[src/rtl/ara_ram.sv]
// ----------------------------------------------------------------------------
// ara_ram
// simple dual port ram, one write and one registered read port
// ----------------------------------------------------------------------------
module ara_ram #(
  parameter int unsigned Width = 8,
  parameter int unsigned Depth = 16
) (
  input  logic                     clk_i,
  input  logic                     we_i,
  input  logic [$clog2(Depth)-1:0] waddr_i,
  input  logic [Width-1:0]         wdata_i,
  input  logic [$clog2(Depth)-1:0] raddr_i,
  output logic [Width-1:0]         rdata_o
);

  logic [Width-1:0] mem_q [Depth];
  logic [Width-1:0] rdata_q;

  always_ff @(posedge clk_i) begin
    if (we_i) begin
      mem_q[waddr_i] <= wdata_i;
    end
    rdata_q <= mem_q[raddr_i];
  end

  assign rdata_o = rdata_q;

endmodule

[config.mk]
export PLATFORM = sky130hd
export DESIGN_NAME = ara_ram
export DESIGN_NICKNAME = d
export VERILOG_FILES = /design/src/rtl/ara_ram.sv
export SDC_FILE = /design/constraint.sdc
export NUM_CORES = 1
export LEC_CHECK = 0
export ABC_AREA = 1
export ABC_CLOCK_PERIOD_IN_PS = 1100
export BUFFER_PORTS_ARGS = -buffer_cell sky130_fd_sc_hd__buf_2
export CAP_MARGIN = 20
export CORE_ASPECT_RATIO = 1.75
export CORE_MARGIN = 4
export CORE_UTILIZATION = 25
export DETAILED_ROUTE_END_ITERATION = 16
export PLACE_DENSITY_LB_ADDON = 0.1
export SLEW_MARGIN = 40
export SYNTH_ARGS = -nofsm -noshare
export SYNTH_HDL_FRONTEND = slang
export SYNTH_SLANG_ARGS = --single-unit
[constraint.sdc]
create_clock -name clk_i -period 1.1 [get_ports clk_i]
set_clock_uncertainty 0.05 [all_clocks]
set_input_delay 0.055 -clock clk_i [delete_from_list [all_inputs] [get_ports clk_i]]
set_output_delay 0.055 -clock clk_i [all_outputs]
set_load 0.01 [all_outputs]
Word-level counts from Yosys, hierarchy flattened
Memory sizes are Yosys's and may differ from the RTL's. A register that Yosys moved wholly into a read port is not among the register bits.
Cells that the tools add are included.
{"block": "totals", "ff_bits": 0, "ramBits": 128, "output_inout_bits": 8, "wordCells": 3, "mem_count": 1}
{"memory": "mem_q", "depth": 16, "width": 8, "read_ports": 1, "rd_clocked_by_memory_dff": 1, "wr": 1, "line_no": "17", "text": "logic [Width-1:0] mem_q [Depth];"}
{"block": "classes", "n_mux": 2}
{"operator": "$mux 1", "count": 2}

Logic depth before layout (Yosys ltp)
{"block": "logic_depth", "depth_word": 2, "depth_mapped": 8}

Least setup slack after synthesis
Ideal clock, no wire load.
{"block": "synth_path", "kind": "input to register", "startpoint": "input waddr_i[3]", "endpoint": "memory mem_q[4][0], enable pin", "setup_time_ns": 0.370, "arrival_ns": 0.636, "t_required_ns": 0.680, "path_slack_ns": 0.044, "stages": 2, "path_buffers": 0, "cell_sequence": "nand3b_1 nor2_1"}
{"element": "start: declaration", "line_no": "11", "text": "input logic [$clog2(Depth)-1:0] waddr_i,"}
{"element": "end: declaration", "line_no": "17"}
Straight into the memory's write port.

Worst setup path in the final report
{"block": "layout_path", "startpoint": "register rdata_q[2], in the netlist rdata_o[2], read port of mem_q", "endpoint": "output rdata_o[2]"}
{"element": "start: declaration", "line_no": "18", "text": "logic [Width-1:0] rdata_q;"}
{"element": "end: declaration", "line_no": "14", "text": "output logic [Width-1:0] rdata_o"}
No word-level cell between the ends.

==> impl_metrics.ini <==
[route]
vias_per_cell = 4.12
wirelength_um = 15300
ant_nets = 0
drtPass1Iterations = 4
dr_total_vias = 3795
drc = 0
drt-wirelength-per-cell_um = 16.5
drt_iter0_drc = 240

[critical_path]
worst_path_max_delay_cell = dfxtp_1
slowest_delay_ns = 0.36
arrival_ns = 0.92
path_max_fanout = 1
crit_type = flip-flop to output port
end_kind = output port
critPathRequiredTime_ns = 1.00
critPathTopFamily = flip-flops
ff2ff_setup_slack_ns = 0.08
path_buf_inv = 1
worstPathCellList = buf_2
start_kind = flip-flop

[sta]
period_minus_slack_ns = 1.02
drv_slew = 0
holdWs_ns = 0.0209
setup_viol = 0
tightest_slew_ns = 0.432
fmax_mhz = 977
slew_headroom_pct = 71.2
hold_viol = 0
rsz0062_at_grt = false
timing.final.crit_share_pct = 93.1

[final_layout]
layout.nets = 628
fin_area_sq_mm = 0.00706
stdcell_count = 922
drive_above_1_share_pct = 16.2
diodes = 0
filler_cell_count = 2339
syn_to_final_growth_pct = 22.4

[logic_synthesis]
synth-edff-count = 128
syn-cell-area_sq_mm = 0.00577
synth_nets = 569
synth-seq-cells = 136
yosysSeqAreaShare_pct = 69.4
synth_top_area_share_pct = 66.7
synth_top_area_cell = edfxtp_1
yosys_warnings = 0
synth_area_leaders = edfxtp_1 67%, nand2_1 11%, nand3_1 8.4%, inv_1 6.5%, dfxtp_1 2.8%
synth_common_cells = 173 x nand2_1, 128 x edfxtp_1, 100 x inv_1
ys_async_sr_fraction_pct = 0
synth_most_common_cell = nand2_1
synthCells = 551
syn_area_per_cell_sq_um = 10.5
synth-main-ff-cell = edfxtp_1
ys_types = 12

[clock_network]
cts_buffers = 17
cts_sinks = 136
cts_tree = yes
clkLatencyLatePin_ns = 0.41
cts_max_path_buffers = 2
post_cts_buffers = 0
htreeDepth = 4
root_buffer = clkbuf_16
clkSlewWorstSetupHoldPaths_ns = 0.06

[flow_run]
drv_cap = 0

[place]
hpwl_um = 10700
gp_congestion = 0.775
portBuffers = 25
placed_area_sq_mm = 0.00645
dp.cells = 890

[die]
initial_core_util_pct = 25.4
core.rowCount = 73
die_x_um = 123
core-area_sq_mm = 0.0227
die_h_um = 209
ioPinCount = 26
dieArea_sq_mm = 0.0257

[power]
ir_drop_mv = 0.963
p_leak_nw = 3.02
power.total_mw = 12.1
power.density_mw_per_mm2 = 1720

[grt]
grt_max_degree = 38
grt_overflow = 0
grt_first_pass_wirelength_um = 23600
antenna_found_initial = 0
first_global_vias = 4027
grt_use_total_pct = 12.7

[worst_hold_path]
hold_path_class = primary input to flip-flop

[status]
outcome = completed
[kinds of logic after synthesis]
family                 count (synthesis)  share of synthesized area (%)
and+or+nand+nor                      289                           21.0
DFF                                  136                           69.4
buffers and inverters                126                           9.52
[final cells by class]
cell class	count	area (sq um)	area share (%)
flip-flops and latches	136	4010	56.8
multi-input cells	289	1240	17.6
clock buffers	19	443	6.28
repair buffers	64	483	6.84
clock inverters	12	129	1.83
well taps	300	375	5.32
inverters	102	383	5.43
[layout by cell type, fill, tap and decap left out, drive strengths merged]
cell type / instances
clkbuf: 19
clkinvlp: 3
nand3: 97
nand2: 173
nor2: 17
dfxtp: 8
clkinv: 7
nand3b: 2
edfxtp: 128
bufinv: 2
buf: 63
dlygate4sd3: 1
inv: 102
[state kept, by name, indices dropped and copies added (netlist names)]
| register | count |
|---|---|
| mem_q | 128 |
| rdata_o | 8 |
[routing by layer]
metal | vias up | track usage [%] | wire length, um
met2 | 57 | 22.9 | 8400
met5 | - | 0 | 0
met4 | 0 | 5.99 | 459
li1 | 1888 | - | -
met1 | 1831 | 14.0 | 6040
met3 | 19 | 2.52 | 352
[stage by stage]
stage | utilization (%) | setup slack, ns | setup TNS [ns]
after floorplan | - | 0.0442 | 0
after global placement | 28.4 | -0.0731 | -2.42
after detailed placement | 28.4 | -0.0896 | -2.82
after CTS | 30.9 | 0.0244 | 0
after global routing | 31.0 | 0.00350 | 0
final | 31.0 | 0.0764 | 0
[report_power, final]
| group | internal (mW) | switching (mW) |
|---|---|---|
| sequential | 5.79 | 0.0406 |
| combinational | 0.260 | 0.527 |
| clock | 3.37 | 2.12 |
[worst paths after layout]
check | startpoint | to | cells after the start
max | rdata_o[2] | rdata_o[2] | 1
min | wdata_i[3] | mem_q[10][3] | 1
max reg2reg | mem_q[12][2] | rdata_o[2] | 6
min reg2reg | mem_q[2][0] | rdata_o[0] | 6
[repair_timing]
item / 4_1_cts / 5_1_grt
endpoints found under the setup margin: 1 / 4
resized for setup: 1 / 5
hold buffers: 1 / 0
pin swaps: 0 / 1
gates cloned: 0 / 0
hold endpoints to repair: 16 / 0
Note: power is estimated with default switching activity, not from simulation.
